## config.mk

```make
export PLATFORM = sky130hd
export DESIGN_NAME = multiplexed_sonar_ranger_top
export DESIGN_NICKNAME = d
export VERILOG_FILES = /design/src/rtl/msr_pkg.sv /design/src/rtl/msr_front.sv /design/src/rtl/msr_fifo.sv /design/src/rtl/msr_back.sv /design/src/rtl/multiplexed_sonar_ranger_top.sv
export VERILOG_INCLUDE_DIRS = /design/src /design/src/rtl
export SDC_FILE = /design/constraint.sdc
export NUM_CORES = 1
export LEC_CHECK = 0
export BUFFER_PORTS_ARGS = -buffer_cell sky130_fd_sc_hd__buf_2
export CAP_MARGIN = 25
export CORE_MARGIN = 3
export CORE_UTILIZATION = 35
export DETAILED_ROUTE_END_ITERATION = 10
export GPL_ROUTABILITY_DRIVEN = 0
export PLACE_DENSITY_LB_ADDON = 0.2
export RECOVER_POWER = 25
export SYNTH_ARGS = -nofsm -noshare
export SYNTH_HDL_FRONTEND = slang
export SYNTH_SLANG_ARGS = --single-unit
```

## constraint.sdc

```tcl
create_clock -name clk_i -period 8.5 [get_ports clk_i]
set_input_delay 0.85 -clock clk_i [delete_from_list [all_inputs] [get_ports clk_i]]
set_output_delay 0.85 -clock clk_i [all_outputs]
set_load 0.1 [all_outputs]
```

## src/rtl/assert_macros.svh

```systemverilog
// assertion macros shared by the ranger rtl
`ifndef ASSERT_MACROS_SVH
`define ASSERT_MACROS_SVH

// same-cycle implication, checked out of reset
`define ASSERT_IMPLIES(label, clk, rst_n, ante, cons) \
  label: assert property (@(posedge clk) disable iff (!rst_n) (ante) |-> (cons)) \
    else $error("assertion failed: %m");

// next-cycle implication, checked out of reset
`define ASSERT_NEXT(label, clk, rst_n, ante, cons) \
  label: assert property (@(posedge clk) disable iff (!rst_n) (ante) |=> (cons)) \
    else $error("assertion failed: %m");

`endif

```

## src/rtl/msr_pkg.sv

```systemverilog
// shared types and constants of the multiplexed sonar ranger
package msr_pkg;

  // default parameter values
  localparam int NUM_SENSORS_DEF = 8;
  localparam int COUNT_BITS_DEF  = 24;
  localparam int FIFO_DEPTH_DEF  = 8;

  // field widths
  localparam int SENSOR_OUT_W = 3;
  localparam int CM_W         = 10;
  localparam int PHASE_CNT_W  = 28;
  localparam int SETTLE_W     = 24;
  localparam int TRIG_W       = 16;
  localparam int TIMEOUT_W    = 24;
  localparam int TPC_W        = 16;
  localparam int STOP_W       = 10;
  localparam int GAP_W        = 28;
  localparam int CFG_IDX_W    = 3;
  localparam int CFG_DATA_W   = 28;

  // register indexes
  localparam logic [CFG_IDX_W-1:0] REG_SETTLE  = CFG_IDX_W'(0);
  localparam logic [CFG_IDX_W-1:0] REG_TRIG    = CFG_IDX_W'(1);
  localparam logic [CFG_IDX_W-1:0] REG_TIMEOUT = CFG_IDX_W'(2);
  localparam logic [CFG_IDX_W-1:0] REG_TPC     = CFG_IDX_W'(3);
  localparam logic [CFG_IDX_W-1:0] REG_STOP    = CFG_IDX_W'(4);
  localparam logic [CFG_IDX_W-1:0] REG_GAP     = CFG_IDX_W'(5);

  // register reset values
  localparam logic [SETTLE_W-1:0]  SETTLE_RST  = SETTLE_W'(2400000);
  localparam logic [TRIG_W-1:0]    TRIG_RST    = TRIG_W'(1200);
  localparam logic [TIMEOUT_W-1:0] TIMEOUT_RST = TIMEOUT_W'(2000000);
  localparam logic [TPC_W-1:0]     TPC_RST     = TPC_W'(3495);
  localparam logic [STOP_W-1:0]    STOP_RST    = STOP_W'(50);
  localparam logic [GAP_W-1:0]     GAP_RST     = GAP_W'(30000000);

  // special range codes
  localparam logic [CM_W-1:0] CM_NO_ECHO = CM_W'(999);
  localparam logic [CM_W-1:0] CM_SAT     = CM_W'(998);

  // timing registers seen by the front end
  typedef struct packed {
    logic [SETTLE_W-1:0]  settle;
    logic [TRIG_W-1:0]    trig;
    logic [TIMEOUT_W-1:0] timeout;
    logic [GAP_W-1:0]     gap;
  } msr_front_cfg_t;

  // conversion registers seen by the back end
  typedef struct packed {
    logic [TPC_W-1:0]  tpc;
    logic [STOP_W-1:0] stop;
  } msr_back_cfg_t;

  // per-tick control record passed through the queue
  typedef struct packed {
    logic                    trigger;
    logic [SENSOR_OUT_W-1:0] sensor;
    logic                    done;
    logic                    timeout;
    logic                    scan_end;
  } msr_ctrl_t;

endpackage

```

## src/rtl/msr_front.sv

```systemverilog
// front end: per-tick scan sequencer that classifies each tick
module msr_front import msr_pkg::*; #(
  parameter int NUM_SENSORS = NUM_SENSORS_DEF,
  parameter int COUNT_BITS  = COUNT_BITS_DEF
) (
  input  logic                  clk_i,
  input  logic                  rst_ni,
  input  msr_front_cfg_t        cfg_i,
  input  logic                  in_valid_i,
  output logic                  in_ready_o,
  input  logic                  echo_level_i,
  input  logic                  full_i,
  output logic                  push_o,
  output msr_ctrl_t             ctrl_o,
  output logic [COUNT_BITS-1:0] len_o
);

  localparam int SENSOR_W = (NUM_SENSORS > 1) ? $clog2(NUM_SENSORS) : 1;
  localparam logic [SENSOR_W-1:0] LAST_SENSOR = SENSOR_W'(NUM_SENSORS - 1);

  typedef enum logic [2:0] {
    PH_SETTLE,
    PH_TRIG,
    PH_WAIT1,
    PH_WAIT2,
    PH_GAP
  } phase_e;

  phase_e                   phase_q, phase_d;
  logic [SENSOR_W-1:0]      sensor_q, sensor_d;
  logic [PHASE_CNT_W-1:0]   pcnt_q, pcnt_d;
  logic [COUNT_BITS-1:0]    pulse_q, pulse_d;
  logic                     last_echo_q;
  logic                     echo_edge;
  logic [SENSOR_W+2:0]      sensor_ext;

  // accept whenever the queue has room
  assign in_ready_o = !full_i;
  assign push_o     = in_valid_i && in_ready_o;
  assign echo_edge  = echo_level_i != last_echo_q;

  // next state and record for this tick
  always_comb begin
    phase_d  = phase_q;
    sensor_d = sensor_q;
    pcnt_d   = pcnt_q;
    pulse_d  = pulse_q;
    ctrl_o   = '0;

    if (phase_d == PH_GAP && pcnt_d >= PHASE_CNT_W'(cfg_i.gap)) begin
      phase_d  = PH_SETTLE;
      sensor_d = '0;
      pcnt_d   = '0;
    end
    if (phase_d == PH_SETTLE && pcnt_d >= PHASE_CNT_W'(cfg_i.settle)) begin
      phase_d = PH_TRIG;
      pcnt_d  = '0;
    end

    sensor_ext     = {3'b000, sensor_d};
    ctrl_o.trigger = phase_d == PH_TRIG;
    ctrl_o.sensor  = sensor_ext[SENSOR_OUT_W-1:0];

    unique case (phase_d)
      PH_SETTLE, PH_GAP: begin
        pcnt_d = pcnt_d + 1'b1;
      end
      PH_TRIG: begin
        pcnt_d = pcnt_d + 1'b1;
        if (pcnt_d >= PHASE_CNT_W'(cfg_i.trig)) begin
          phase_d = PH_WAIT1;
          pcnt_d  = '0;
        end
      end
      PH_WAIT1: begin
        if (echo_edge) begin
          phase_d = PH_WAIT2;
          pcnt_d  = '0;
          pulse_d = '0;
        end else if (pcnt_d >= PHASE_CNT_W'(cfg_i.timeout)) begin
          ctrl_o.done    = 1'b1;
          ctrl_o.timeout = 1'b1;
        end else begin
          pcnt_d = pcnt_d + 1'b1;
        end
      end
      PH_WAIT2: begin
        pulse_d = pulse_d + 1'b1;
        if (echo_edge) begin
          ctrl_o.done = 1'b1;
        end else if (pcnt_d >= PHASE_CNT_W'(cfg_i.timeout)) begin
          ctrl_o.done    = 1'b1;
          ctrl_o.timeout = 1'b1;
        end else begin
          pcnt_d = pcnt_d + 1'b1;
        end
      end
      default: begin
        phase_d = PH_SETTLE;
      end
    endcase

    // measurement finished: move to the next sensor or to the gap
    if (ctrl_o.done) begin
      pcnt_d = '0;
      if (sensor_d == LAST_SENSOR) begin
        ctrl_o.scan_end = 1'b1;
        phase_d         = PH_GAP;
      end else begin
        sensor_d = sensor_d + 1'b1;
        phase_d  = PH_SETTLE;
      end
    end
  end

  assign len_o = pulse_d;

  // sequencer state, advanced once per accepted tick
  always_ff @(posedge clk_i or negedge rst_ni) begin
    if (!rst_ni) begin
      phase_q     <= PH_SETTLE;
      sensor_q    <= '0;
      pcnt_q      <= '0;
      pulse_q     <= '0;
      last_echo_q <= 1'b0;
    end else if (push_o) begin
      phase_q     <= phase_d;
      sensor_q    <= sensor_d;
      pcnt_q      <= pcnt_d;
      pulse_q     <= pulse_d;
      last_echo_q <= echo_level_i;
    end
  end

endmodule

```

## src/rtl/msr_fifo.sv

```systemverilog
// short queue between the front and back ends
`include "assert_macros.svh"

module msr_fifo import msr_pkg::*; #(
  parameter int DEPTH = FIFO_DEPTH_DEF,
  parameter int WIDTH = 8
) (
  input  logic             clk_i,
  input  logic             rst_ni,
  input  logic             push_i,
  input  logic [WIDTH-1:0] data_i,
  output logic             full_o,
  input  logic             pop_i,
  output logic             empty_o,
  output logic [WIDTH-1:0] data_o
);

  localparam int PTR_W = $clog2(DEPTH);
  localparam int CNT_W = $clog2(DEPTH + 1);
  localparam logic [PTR_W-1:0] PTR_LAST = PTR_W'(DEPTH - 1);
  localparam logic [CNT_W-1:0] CNT_FULL = CNT_W'(DEPTH);

  logic [WIDTH-1:0] mem_q [DEPTH];
  logic [PTR_W-1:0] wr_ptr_q, rd_ptr_q;
  logic [CNT_W-1:0] count_q;

  assign full_o  = count_q == CNT_FULL;
  assign empty_o = count_q == '0;
  assign data_o  = mem_q[rd_ptr_q];

  // storage, no reset needed
  always_ff @(posedge clk_i) begin
    if (push_i) begin
      mem_q[wr_ptr_q] <= data_i;
    end
  end

  // pointers and fill count
  always_ff @(posedge clk_i or negedge rst_ni) begin
    if (!rst_ni) begin
      wr_ptr_q <= '0;
      rd_ptr_q <= '0;
      count_q  <= '0;
    end else begin
      if (push_i) begin
        wr_ptr_q <= (wr_ptr_q == PTR_LAST) ? '0 : wr_ptr_q + 1'b1;
      end
      if (pop_i) begin
        rd_ptr_q <= (rd_ptr_q == PTR_LAST) ? '0 : rd_ptr_q + 1'b1;
      end
      case ({push_i, pop_i})
        2'b10:   count_q <= count_q + 1'b1;
        2'b01:   count_q <= count_q - 1'b1;
        default: count_q <= count_q;
      endcase
    end
  end

  `ASSERT_IMPLIES(a_no_overflow, clk_i, rst_ni, push_i, !full_o)
  `ASSERT_IMPLIES(a_no_underflow, clk_i, rst_ni, pop_i, !empty_o)

endmodule

```

## src/rtl/msr_back.sv

```systemverilog
// back end: range conversion with a serial divider and the output register
`include "assert_macros.svh"

module msr_back import msr_pkg::*; #(
  parameter int COUNT_BITS = COUNT_BITS_DEF
) (
  input  logic                    clk_i,
  input  logic                    rst_ni,
  input  msr_back_cfg_t           cfg_i,
  input  logic                    empty_i,
  input  msr_ctrl_t               ctrl_i,
  input  logic [COUNT_BITS-1:0]   len_i,
  output logic                    pop_o,
  output logic                    out_valid_o,
  input  logic                    out_ready_i,
  output logic                    trigger_out_o,
  output logic [SENSOR_OUT_W-1:0] mux_select_o,
  output logic                    range_valid_o,
  output logic [SENSOR_OUT_W-1:0] range_sensor_o,
  output logic [CM_W-1:0]         range_cm_o,
  output logic                    no_echo_o,
  output logic                    stop_motors_o
);

  localparam int DIVD_W = COUNT_BITS - 1;
  localparam int STEP_W = $clog2(DIVD_W);

  typedef enum logic [1:0] {
    B_IDLE,
    B_DIV,
    B_HOLD
  } back_state_e;

  back_state_e        state_q;
  logic [DIVD_W-1:0]  sr_q, sr_n;
  logic [TPC_W-1:0]   rem_q, rem_n;
  logic [STEP_W-1:0]  step_q;
  msr_ctrl_t          held_q;
  logic               near_q;
  logic               out_valid_q;

  msr_ctrl_t          out_ctrl_q;
  logic [CM_W-1:0]    out_cm_q;
  logic               out_stop_q;

  logic               out_free;
  logic               head_div;
  logic [CM_W-1:0]    direct_cm;
  logic [CM_W-1:0]    sat_cm;
  logic [TPC_W:0]     trial, diff;
  logic               ge;
  logic               load_en;
  msr_ctrl_t          load_ctrl;
  logic [CM_W-1:0]    load_cm;
  logic               near_t;

  // head classification and pop
  assign out_free  = !out_valid_q || out_ready_i;
  assign head_div  = ctrl_i.done && !ctrl_i.timeout && (cfg_i.tpc != '0);
  assign pop_o     = (state_q == B_IDLE) && !empty_i && (head_div || out_free);
  assign direct_cm = ctrl_i.timeout ? CM_NO_ECHO : (ctrl_i.done ? CM_SAT : '0);

  // one restoring division step per cycle
  always_comb begin
    trial = {rem_q, sr_q[DIVD_W-1]};
    diff  = trial - {1'b0, cfg_i.tpc};
    ge    = trial >= {1'b0, cfg_i.tpc};
    rem_n = ge ? diff[TPC_W-1:0] : trial[TPC_W-1:0];
    sr_n  = {sr_q[DIVD_W-2:0], ge};
  end

  assign sat_cm = (sr_q > DIVD_W'(CM_SAT)) ? CM_SAT : sr_q[CM_W-1:0];

  // result selection and near tracking
  always_comb begin
    load_en   = 1'b0;
    load_ctrl = ctrl_i;
    load_cm   = direct_cm;
    if (state_q == B_HOLD) begin
      load_en   = out_free;
      load_ctrl = held_q;
      load_cm   = sat_cm;
    end else if (state_q == B_IDLE) begin
      load_en = pop_o && !head_div;
    end
    near_t = near_q || (load_ctrl.done && (load_cm <= CM_W'(cfg_i.stop)));
  end

  // sequencer, divider and output register
  always_ff @(posedge clk_i or negedge rst_ni) begin
    if (!rst_ni) begin
      state_q     <= B_IDLE;
      near_q      <= 1'b0;
      out_valid_q <= 1'b0;
      sr_q        <= '0;
      rem_q       <= '0;
      step_q      <= '0;
      held_q      <= '0;
      out_ctrl_q  <= '0;
      out_cm_q    <= '0;
      out_stop_q  <= 1'b0;
    end else begin
      if (load_en) begin
        out_valid_q <= 1'b1;
        out_ctrl_q  <= load_ctrl;
        out_cm_q    <= load_cm;
        out_stop_q  <= load_ctrl.done && load_ctrl.scan_end && near_t;
        near_q      <= (load_ctrl.done && load_ctrl.scan_end) ? 1'b0 : near_t;
      end else if (out_valid_q && out_ready_i) begin
        out_valid_q <= 1'b0;
      end
      unique case (state_q)
        B_IDLE: begin
          if (pop_o && head_div) begin
            sr_q    <= len_i[COUNT_BITS-1:1];
            rem_q   <= '0;
            step_q  <= STEP_W'(DIVD_W - 1);
            held_q  <= ctrl_i;
            state_q <= B_DIV;
          end
        end
        B_DIV: begin
          sr_q  <= sr_n;
          rem_q <= rem_n;
          if (step_q == '0) begin
            state_q <= B_HOLD;
          end else begin
            step_q <= step_q - 1'b1;
          end
        end
        B_HOLD: begin
          if (out_free) begin
            state_q <= B_IDLE;
          end
        end
        default: begin
          state_q <= B_IDLE;
        end
      endcase
    end
  end

  // output ports
  assign out_valid_o    = out_valid_q;
  assign trigger_out_o  = out_ctrl_q.trigger;
  assign mux_select_o   = out_ctrl_q.sensor;
  assign range_valid_o  = out_ctrl_q.done;
  assign range_sensor_o = out_ctrl_q.done ? out_ctrl_q.sensor : '0;
  assign range_cm_o     = out_ctrl_q.done ? out_cm_q : '0;
  assign no_echo_o      = out_ctrl_q.done && out_ctrl_q.timeout;
  assign stop_motors_o  = out_stop_q;

  `ASSERT_IMPLIES(a_cm_in_range, clk_i, rst_ni, out_valid_o, range_cm_o <= CM_NO_ECHO)
  `ASSERT_IMPLIES(a_stop_with_range, clk_i, rst_ni, out_valid_o && stop_motors_o, range_valid_o)
  `ASSERT_IMPLIES(a_no_pop_busy, clk_i, rst_ni, state_q != B_IDLE, !pop_o)
  `ASSERT_NEXT(a_div_starts, clk_i, rst_ni, pop_o && head_div, state_q == B_DIV)

endmodule

```

## src/rtl/multiplexed_sonar_ranger_top.sv

```systemverilog
// Multiplexed sonar ranger: scans the sensors and reports ranges tick by tick.
// Input channel: one transaction per clock tick of the measured system,
// carrying the sampled echo level (in_valid_i / in_ready_o).
// Output channel: one transaction per input transaction, in order, carrying
// the trigger drive, mux select and, when a measurement finishes, the range,
// no-echo flag and the end-of-scan stop_motors pulse (out_valid_o / out_ready_i).
// Config: cfg_we_i writes cfg_data_i into register cfg_index_i at once; write
// only while the block is idle.
// Conversion: ticks that finish no echo measurement, time out or see a zero divisor
// pass from the queue straight into the output register; a tick that finishes an
// echo otherwise goes first through the serial divider that converts the pulse
// length into centimetres, one quotient bit a cycle. Throughput is one tick per
// cycle while the queue of FIFO_DEPTH entries absorbs the divider time and the
// receiver takes results; the back end takes no new tick while the divider is busy.
// Reset: registers return to their defaults, the scan restarts at sensor 0
// in the settle phase, queue and output register are emptied.
// Receiver stall: the output register holds its transaction, the queue
// fills, then in_ready_o drops until the receiver takes results again.
module multiplexed_sonar_ranger_top import msr_pkg::*; #(
  parameter int NUM_SENSORS = NUM_SENSORS_DEF,
  parameter int COUNT_BITS  = COUNT_BITS_DEF,
  parameter int FIFO_DEPTH  = FIFO_DEPTH_DEF
) (
  input  logic                    clk_i,
  input  logic                    rst_ni,
  input  logic                    cfg_we_i,
  input  logic [CFG_IDX_W-1:0]    cfg_index_i,
  input  logic [CFG_DATA_W-1:0]   cfg_data_i,
  input  logic                    in_valid_i,
  output logic                    in_ready_o,
  input  logic                    echo_level_i,
  output logic                    out_valid_o,
  input  logic                    out_ready_i,
  output logic                    trigger_out_o,
  output logic [SENSOR_OUT_W-1:0] mux_select_o,
  output logic                    range_valid_o,
  output logic [SENSOR_OUT_W-1:0] range_sensor_o,
  output logic [CM_W-1:0]         range_cm_o,
  output logic                    no_echo_o,
  output logic                    stop_motors_o
);

  localparam int CTRL_W = $bits(msr_ctrl_t);
  localparam int FIFO_W = CTRL_W + COUNT_BITS;

  msr_front_cfg_t        front_cfg_q;
  msr_back_cfg_t         back_cfg_q;

  logic                  push, pop, full, empty;
  msr_ctrl_t             push_ctrl, head_ctrl;
  logic [COUNT_BITS-1:0] push_len, head_len;
  logic [FIFO_W-1:0]     fifo_wdata, fifo_rdata;

  // configuration register file
  always_ff @(posedge clk_i or negedge rst_ni) begin
    if (!rst_ni) begin
      front_cfg_q.settle  <= SETTLE_RST;
      front_cfg_q.trig    <= TRIG_RST;
      front_cfg_q.timeout <= TIMEOUT_RST;
      front_cfg_q.gap     <= GAP_RST;
      back_cfg_q.tpc      <= TPC_RST;
      back_cfg_q.stop     <= STOP_RST;
    end else if (cfg_we_i) begin
      unique case (cfg_index_i)
        REG_SETTLE:  front_cfg_q.settle  <= cfg_data_i[SETTLE_W-1:0];
        REG_TRIG:    front_cfg_q.trig    <= cfg_data_i[TRIG_W-1:0];
        REG_TIMEOUT: front_cfg_q.timeout <= cfg_data_i[TIMEOUT_W-1:0];
        REG_TPC:     back_cfg_q.tpc      <= cfg_data_i[TPC_W-1:0];
        REG_STOP:    back_cfg_q.stop     <= cfg_data_i[STOP_W-1:0];
        REG_GAP:     front_cfg_q.gap     <= cfg_data_i[GAP_W-1:0];
        default: begin
        end
      endcase
    end
  end

  // tick sequencer
  msr_front #(
    .NUM_SENSORS (NUM_SENSORS),
    .COUNT_BITS  (COUNT_BITS)
  ) u_front (
    .clk_i        (clk_i),
    .rst_ni       (rst_ni),
    .cfg_i        (front_cfg_q),
    .in_valid_i   (in_valid_i),
    .in_ready_o   (in_ready_o),
    .echo_level_i (echo_level_i),
    .full_i       (full),
    .push_o       (push),
    .ctrl_o       (push_ctrl),
    .len_o        (push_len)
  );

  assign fifo_wdata = {push_ctrl, push_len};

  // decoupling queue
  msr_fifo #(
    .DEPTH (FIFO_DEPTH),
    .WIDTH (FIFO_W)
  ) u_fifo (
    .clk_i   (clk_i),
    .rst_ni  (rst_ni),
    .push_i  (push),
    .data_i  (fifo_wdata),
    .full_o  (full),
    .pop_i   (pop),
    .empty_o (empty),
    .data_o  (fifo_rdata)
  );

  assign head_ctrl = fifo_rdata[FIFO_W-1:COUNT_BITS];
  assign head_len  = fifo_rdata[COUNT_BITS-1:0];

  // range conversion and output
  msr_back #(
    .COUNT_BITS (COUNT_BITS)
  ) u_back (
    .clk_i          (clk_i),
    .rst_ni         (rst_ni),
    .cfg_i          (back_cfg_q),
    .empty_i        (empty),
    .ctrl_i         (head_ctrl),
    .len_i          (head_len),
    .pop_o          (pop),
    .out_valid_o    (out_valid_o),
    .out_ready_i    (out_ready_i),
    .trigger_out_o  (trigger_out_o),
    .mux_select_o   (mux_select_o),
    .range_valid_o  (range_valid_o),
    .range_sensor_o (range_sensor_o),
    .range_cm_o     (range_cm_o),
    .no_echo_o      (no_echo_o),
    .stop_motors_o  (stop_motors_o)
  );

endmodule

```

Yosys cells after proc, flatten, opt, wreduce, memory -nomap -nowiden
Memory sizes are Yosys's and may differ from the RTL's. Index checks and enable logic that the tools add are counted.

Register bits: 259. Bits in writable memories: 248. Input bits: 37. Logic and storage cells: 171. Memories: 1.

Memories: u_fifo.mem_q (depth 8, bits a word 31, rd ports 1, clocked after Yosys merged registers in 0, write ports 1, line msr_fifo.sv:23) `logic [WIDTH-1:0] mem_q [DEPTH];`.

Add/sub/neg operators: 9. Magnitude comparators: 7. Equal/unequal tests: 23. Muxes and demuxes: 56. Reduce and logical (&&, ||, !) cells: 44.

Operators with widths (count): two-way mux 28 bit (7); one-hot mux 28 bit (4 select lines) (1); >= comparator 28 x 24 -> 1 bit (2); two-way mux 10 bit (5); one-hot mux 24 bit (2 select lines) (1); one-hot mux 23 bit (2 select lines) (1); two-way mux 3 bit (12); two-way mux 16 bit (2); one-hot mux 16 bit (2 select lines) (1); adder 28 x 1 -> 28 bit, second input constant (1); >= comparator 28 x 16 -> 1 bit (1); >= comparator 28 bit (1); adder 24 x 1 -> 24 bit, second input constant (1); two-way mux 24 bit (1); > comparator 23 x 10 -> 1 bit, second input constant (1); two-way mux 23 bit (1); equality test 3 bit, second input constant (7); >= comparator 17 x 16 -> 1 bit (1); AND reduction 2 bit (8); nonzero test 16 bit (1); subtractor 16 bit (1); logical AND 1 bit (14); equality test 3 x 2 -> 1 bit, second input constant (4); two-way mux 1 bit (11); other kinds (30) (53).

Longest topological paths before layout
Depth after elaboration: 11. Mapped depth: 41. Depth with buffers taken out: 37.

Hierarchy
Synthesis repeated with hierarchy kept, for this count alone.

Cells, all modules: 2143. Area total of the unflattened synthesis: 26245.2 um^2.

Modules (own cells, without submodules): msr_fifo (times used 1, cells each 415, area an instance 10042.1 um^2); msr_front (times used 1, cells each 952, area an instance 7033.0 um^2); msr_back (times used 1, cells each 522, area an instance 4657.0 um^2); multiplexed_sonar_ranger_top (times used 1, cells each 254, area an instance 4513.1 um^2).

Least setup slack after synthesis
Ideal clock, no wire load.

Path kind: register to register. From: register front_cfg_q[24] in the netlist's numbering. To: register u_front.pcnt_q[21]. Data arrival time: 8175 ps. Slack: 257 ps. Cell stages (with the launch flop): 38. Buffers on the path: 6. Clock period less this slack: 8243 ps. Cells stage by stage: dfstp_2 -> inv_1 -> ha_1 -> nand4_1 -> or4_1 -> a21oi_1 -> o21a_1 -> o21ba_2 -> clkbuf_1 -> clkbuf_1 -> clkbuf_1 -> nor2b_1 -> ha_1 -> nand4_1 -> nor3_1 -> o21ai_1 -> nor4_1 -> a211oi_1 -> [... 2 more ...] -> clkbuf_1 -> clkbuf_1 -> nor2b_1 -> ha_1 -> nand2_1 -> nor2_1 -> o21ai_0 -> nor3_1 -> xor2_1 -> ha_1 -> a211o_1 -> o31ai_1 -> nand4_1 -> a221oi_2 -> a22oi_2 -> and2_1 -> o31ai_2 -> a32o_1.

Longest elaborated chain between the ends: 11. Elaborated cells on any way between the ends: 28. Classes of those cells: add/sub (1); order compare (4); eq/ne (4); mux (14); reduce/logical (5).

Ends and longest elaborated chain: start: declaration (line multiplexed_sonar_ranger_top.sv:46) `msr_front_cfg_t front_cfg_q;`; >= comparator 28 bit (*) (line msr_front.sv:50) `if (phase_d == PH_GAP && pcnt_d >= PHASE_CNT_W'(cfg_i.gap)) begin`; logical AND 1 bit (*) (line msr_front.sv:50); two-way mux 28 bit or two-way mux 3 bit (tied branches) (line msr_front.sv:50); >= comparator 28 x 24 -> 1 bit or logical NOT 3 bit (tied branches) (line msr_front.sv:55) `if (phase_d == PH_SETTLE && pcnt_d >= PHASE_CNT_W'(cfg_i.settle)) begin`; logical AND 1 bit (line msr_front.sv:55); two-way mux 28 bit (line msr_front.sv:55); adder 28 x 1 -> 28 bit or >= comparator 28 x 24 -> 1 bit (tied branches); >= comparator 28 x 16 -> 1 bit (tied with other cells) (line msr_front.sv:70) `if (pcnt_d >= PHASE_CNT_W'(cfg_i.trig)) begin`; two-way mux 28 bit (tied with other cells) (line msr_front.sv:70); one-hot mux 28 bit (4 select lines) or one-hot mux 2 bit (2 select lines) (tied branches) (line msr_front.sv:64) `unique case (phase_d)`; two-way mux 28 bit (*) (line msr_front.sv:104) `if (ctrl_o.done) begin`; end signal: assignment (line msr_front.sv:129) `pcnt_q <= pcnt_d;`; end: declaration (line msr_front.sv:31) `logic [PHASE_CNT_W-1:0] pcnt_q, pcnt_d;`.

Every way passes the cells marked *; elsewhere a longest branch is shown, timed or not. A chain may end at the register's enable or synchronous reset.

Final worst setup path
From: register front_cfg_q[24] in the netlist's numbering. To: register u_front.pcnt_q[19].

Same word-level chain as after synthesis.

==> metrics <==
overall routing resource usage 17.4%; Slew Viols, Final 230; Syn Nets 2,325; io pins 59; Routed Antenna Nets 0; final-stage net count 2,409; status finished, violations left; first-pass GRT wire length 102 mm; hold buffer count at cts 0; share of the synthesized area in the top cell type 28.9%; synthesized flop and latch total 499; CTS tree built; setup ws final 0.436 ns; largest net degree at the start of global routing 157; EDFF count, synth 240; die width 273 um; top cells by area, synth edfxtp_1, dfrtp_1, ha_1; Distinct cells, synth 76; Core Rows 97; Core Area 0.0703 mm^2; Max Fclk 124 MHz; Yosys Warn Count 0; Routed wire per std cell 20.0 um; via count 17,015; Final setup viols 0; share of cells above drive strength 1 17.7%; H-tree depth 2; total negative slack 0 ns; Post-synth ARST share 51.9%; Hold Fails Final Rpt 0; initial antenna violation count 5; clk slew on worst S/H paths 0.06 ns; startpoint types flip-flop; Tcrit/Tclk final 94.9%; cts bufs inserted 56; Global Route met3 Usage 3.06%; Max Cap Viol 4; CP endpoint kind flip-flop; Iteration-0 DRC Markers 1,096; RSZ-0062 raised after global routing no; GR Layer Usage met1 25.4%; CP Class reg2reg; vias in the first global route 17,224; Hold Crit Class reg2reg; Max-slew headroom -309%; post-DP HPWL 42.9 mm; Filler Cells Inserted 6,625; GR met2 Demand/Resource 26.6%; total global routing overflow 0; Area Overhead vs Synth 14.7%; Peak VDD IR 379 uV; Worst-Skew Late Latency 0.61 ns; Worst-Margin Slew 6.13 ns; P_leak 11.6 nW; initial core utilization 35.5%; CP Data Arrival Time 8.55 ns; PwrDens 335 mW/mm^2; CTS Root Cell clkbuf_16; Mean Syn Cell Area 11.6 um^2; Synth Instances 2,156; Slowest-stage cell, CP or4_4; ys flop type edfxtp_1; busiest layer in global routing met2; Detailed Route WL 64.5 mm; # port buffers 58; die area 0.0745 mm^2; area leader, netlist edfxtp_1; failing checks max-capacitance violations, max-slew violations; Initial DRT Pass Iterations 7; Seq/Total Area, Yosys 55.1%; Clock Tree Buf Depth 3; CP peak stage delay 0.64 ns; mapped cell area 0.0249 mm^2; crit path max fanout 42; dpl ws -0.297 ns; skew final 0.0315 ns; WP data required 8.99 ns; DIE HEIGHT 273 um; vias per cell 5.27; Overall Power 9.59 mW; most frequent cell after synthesis edfxtp_1; sinks on the clock net 499; DR DRC count 0; crit path time final 8.06 ns; Synth top cells by count edfxtp_1, nand2_1, dfrtp_1, o21ai_0, inv_1
-- registers in the layout (all words and copies together), names as in the netlist, 4 cells and up, named ones only --
| signal | count |
|---|---|
| u_fifo.mem_q | 240 |
| u_back.rem_q | 16 |
| u_front.pcnt_q | 28 |
| u_fifo.count_q | 4 |
| u_front.pulse_q | 23 |
| u_back.out_cm_q | 10 |
| front_cfg_q | 92 |
| u_back.step_q | 5 |
| back_cfg_q | 26 |
| u_back.sr_q | 23 |
| u_back.held_q | 7 |
-- layer usage --
| layer | share of wire, % | up-vias |
|---|---|---|
| li1 | - | 8022 |
| met1 | 48 | 8503 |
| met2 | 44 | 389 |
| met3 | 5.1 | 95 |
| met4 | 2.6 | 6 |
| met5 | 0.064 | - |
-- through the flow --
stage	util, %	hold WS [ns]	cell area [um^2]	cells
after global routing	40.7	0.444	28600	3229
after CTS	40.6	0.325	28500	3220
after floorplan	-	0.435	24900	2156
after detailed placement	37.9	0.453	26600	3112
final	40.7	0.470	28600	3229
after global placement	37.8	0.450	26600	3110
-- area by class of cell --
cell class,count,area (um^2),share of cell area [%]
Antenna cell,1,2.50,0.00875
Timing Repair Buffer,124,813,2.84
Clock buffer,72,1500,5.25
Tap cell,940,1180,4.11
Sequential cell,499,13700,48.0
Inverter,147,552,1.93
Clock inverter,34,409,1.43
Multi-Input combinational cell,1412,10400,36.4
-- cell families after synthesis --
| group | after synthesis | synth area share [%] |
|---|---|---|
| xor+xnor | 32 | 1.12 |
| compound gates | 468 | 11.8 |
| flops | 499 | 55.1 |
| fa+ha+maj | 132 | 6.68 |
| mux | 159 | 9.71 |
| buf+inv | 245 | 3.76 |
| simple gates | 621 | 11.9 |
-- final timing paths --
path / start / end / slack (ns) / cells past startpoint
setup / recovery: front_cfg_q[24] / u_front.pcnt_q[19] / 0.44 / 32
hold / removal: u_back.held_q[2] / u_back.held_q[2] / 0.47 / 1
setup reg to reg: front_cfg_q[24] / u_front.pcnt_q[19] / 0.44 / 32
hold reg to reg: u_back.held_q[2] / u_back.held_q[2] / 0.47 / 1
max in group asynchronous: rst_ni / u_front.pulse_q[23] / 2.55 / 1
min in group asynchronous: rst_ni / front_cfg_q[17] / 2.51 / 1
-- worst max-delay path: cells and delay by family (launching register included) --
kind / cells / cell delay [ns]
flip-flops: 1 / 0.53
AO/OA/AOI/OAI: 14 / 2.99
adder cells (fa/ha/maj): 3 / 0.83
multiplexers: 1 / 0.35
AND/OR/NAND/NOR: 10 / 2.46
buffers and inverters: 4 / 0.70
-- placed cells by master, fill, tap and decap left out, types with 14 or more instances in the layout --
| master | count |
|---|---|
| mux2i_1 | 35 |
| xnor2_1 | 19 |
| and2_1 | 23 |
| a221o_1 | 18 |
| nor3_1 | 27 |
| nand2_1 | 232 |
| inv_1 | 145 |
| edfxtp_1 | 240 |
| a21o_1 | 26 |
| nand4_1 | 24 |
| a21oi_1 | 67 |
| clkbuf_16 | 57 |
| nor2_1 | 127 |
| o21ai_1 | 14 |
| clkbuf_1 | 23 |
| nor4_1 | 21 |
| buf_2 | 56 |
| ha_1 | 130 |
| mux4_2 | 60 |
| o21ai_0 | 206 |
| nand3_1 | 37 |
| dfrtp_1 | 216 |
| buf_4 | 51 |
| mux2_2 | 64 |
| nand2b_1 | 22 |
| a22o_1 | 33 |
| nor2b_1 | 45 |
| dfstp_2 | 40 |
-- timing repair --
action,CTS,global route
setup buffers,2,2
resized for setup,4,13
setup endpoints to repair,21,26
pin swaps,1,3
-- power breakdown --
part           internal [mW]  switching, mW  leakage (nW)
Sequential              3.19          0.348          5.33
Clock                   1.52          0.990         0.935
Combinational           1.34           2.20          5.39
Power figures use the tool's default switching activity.
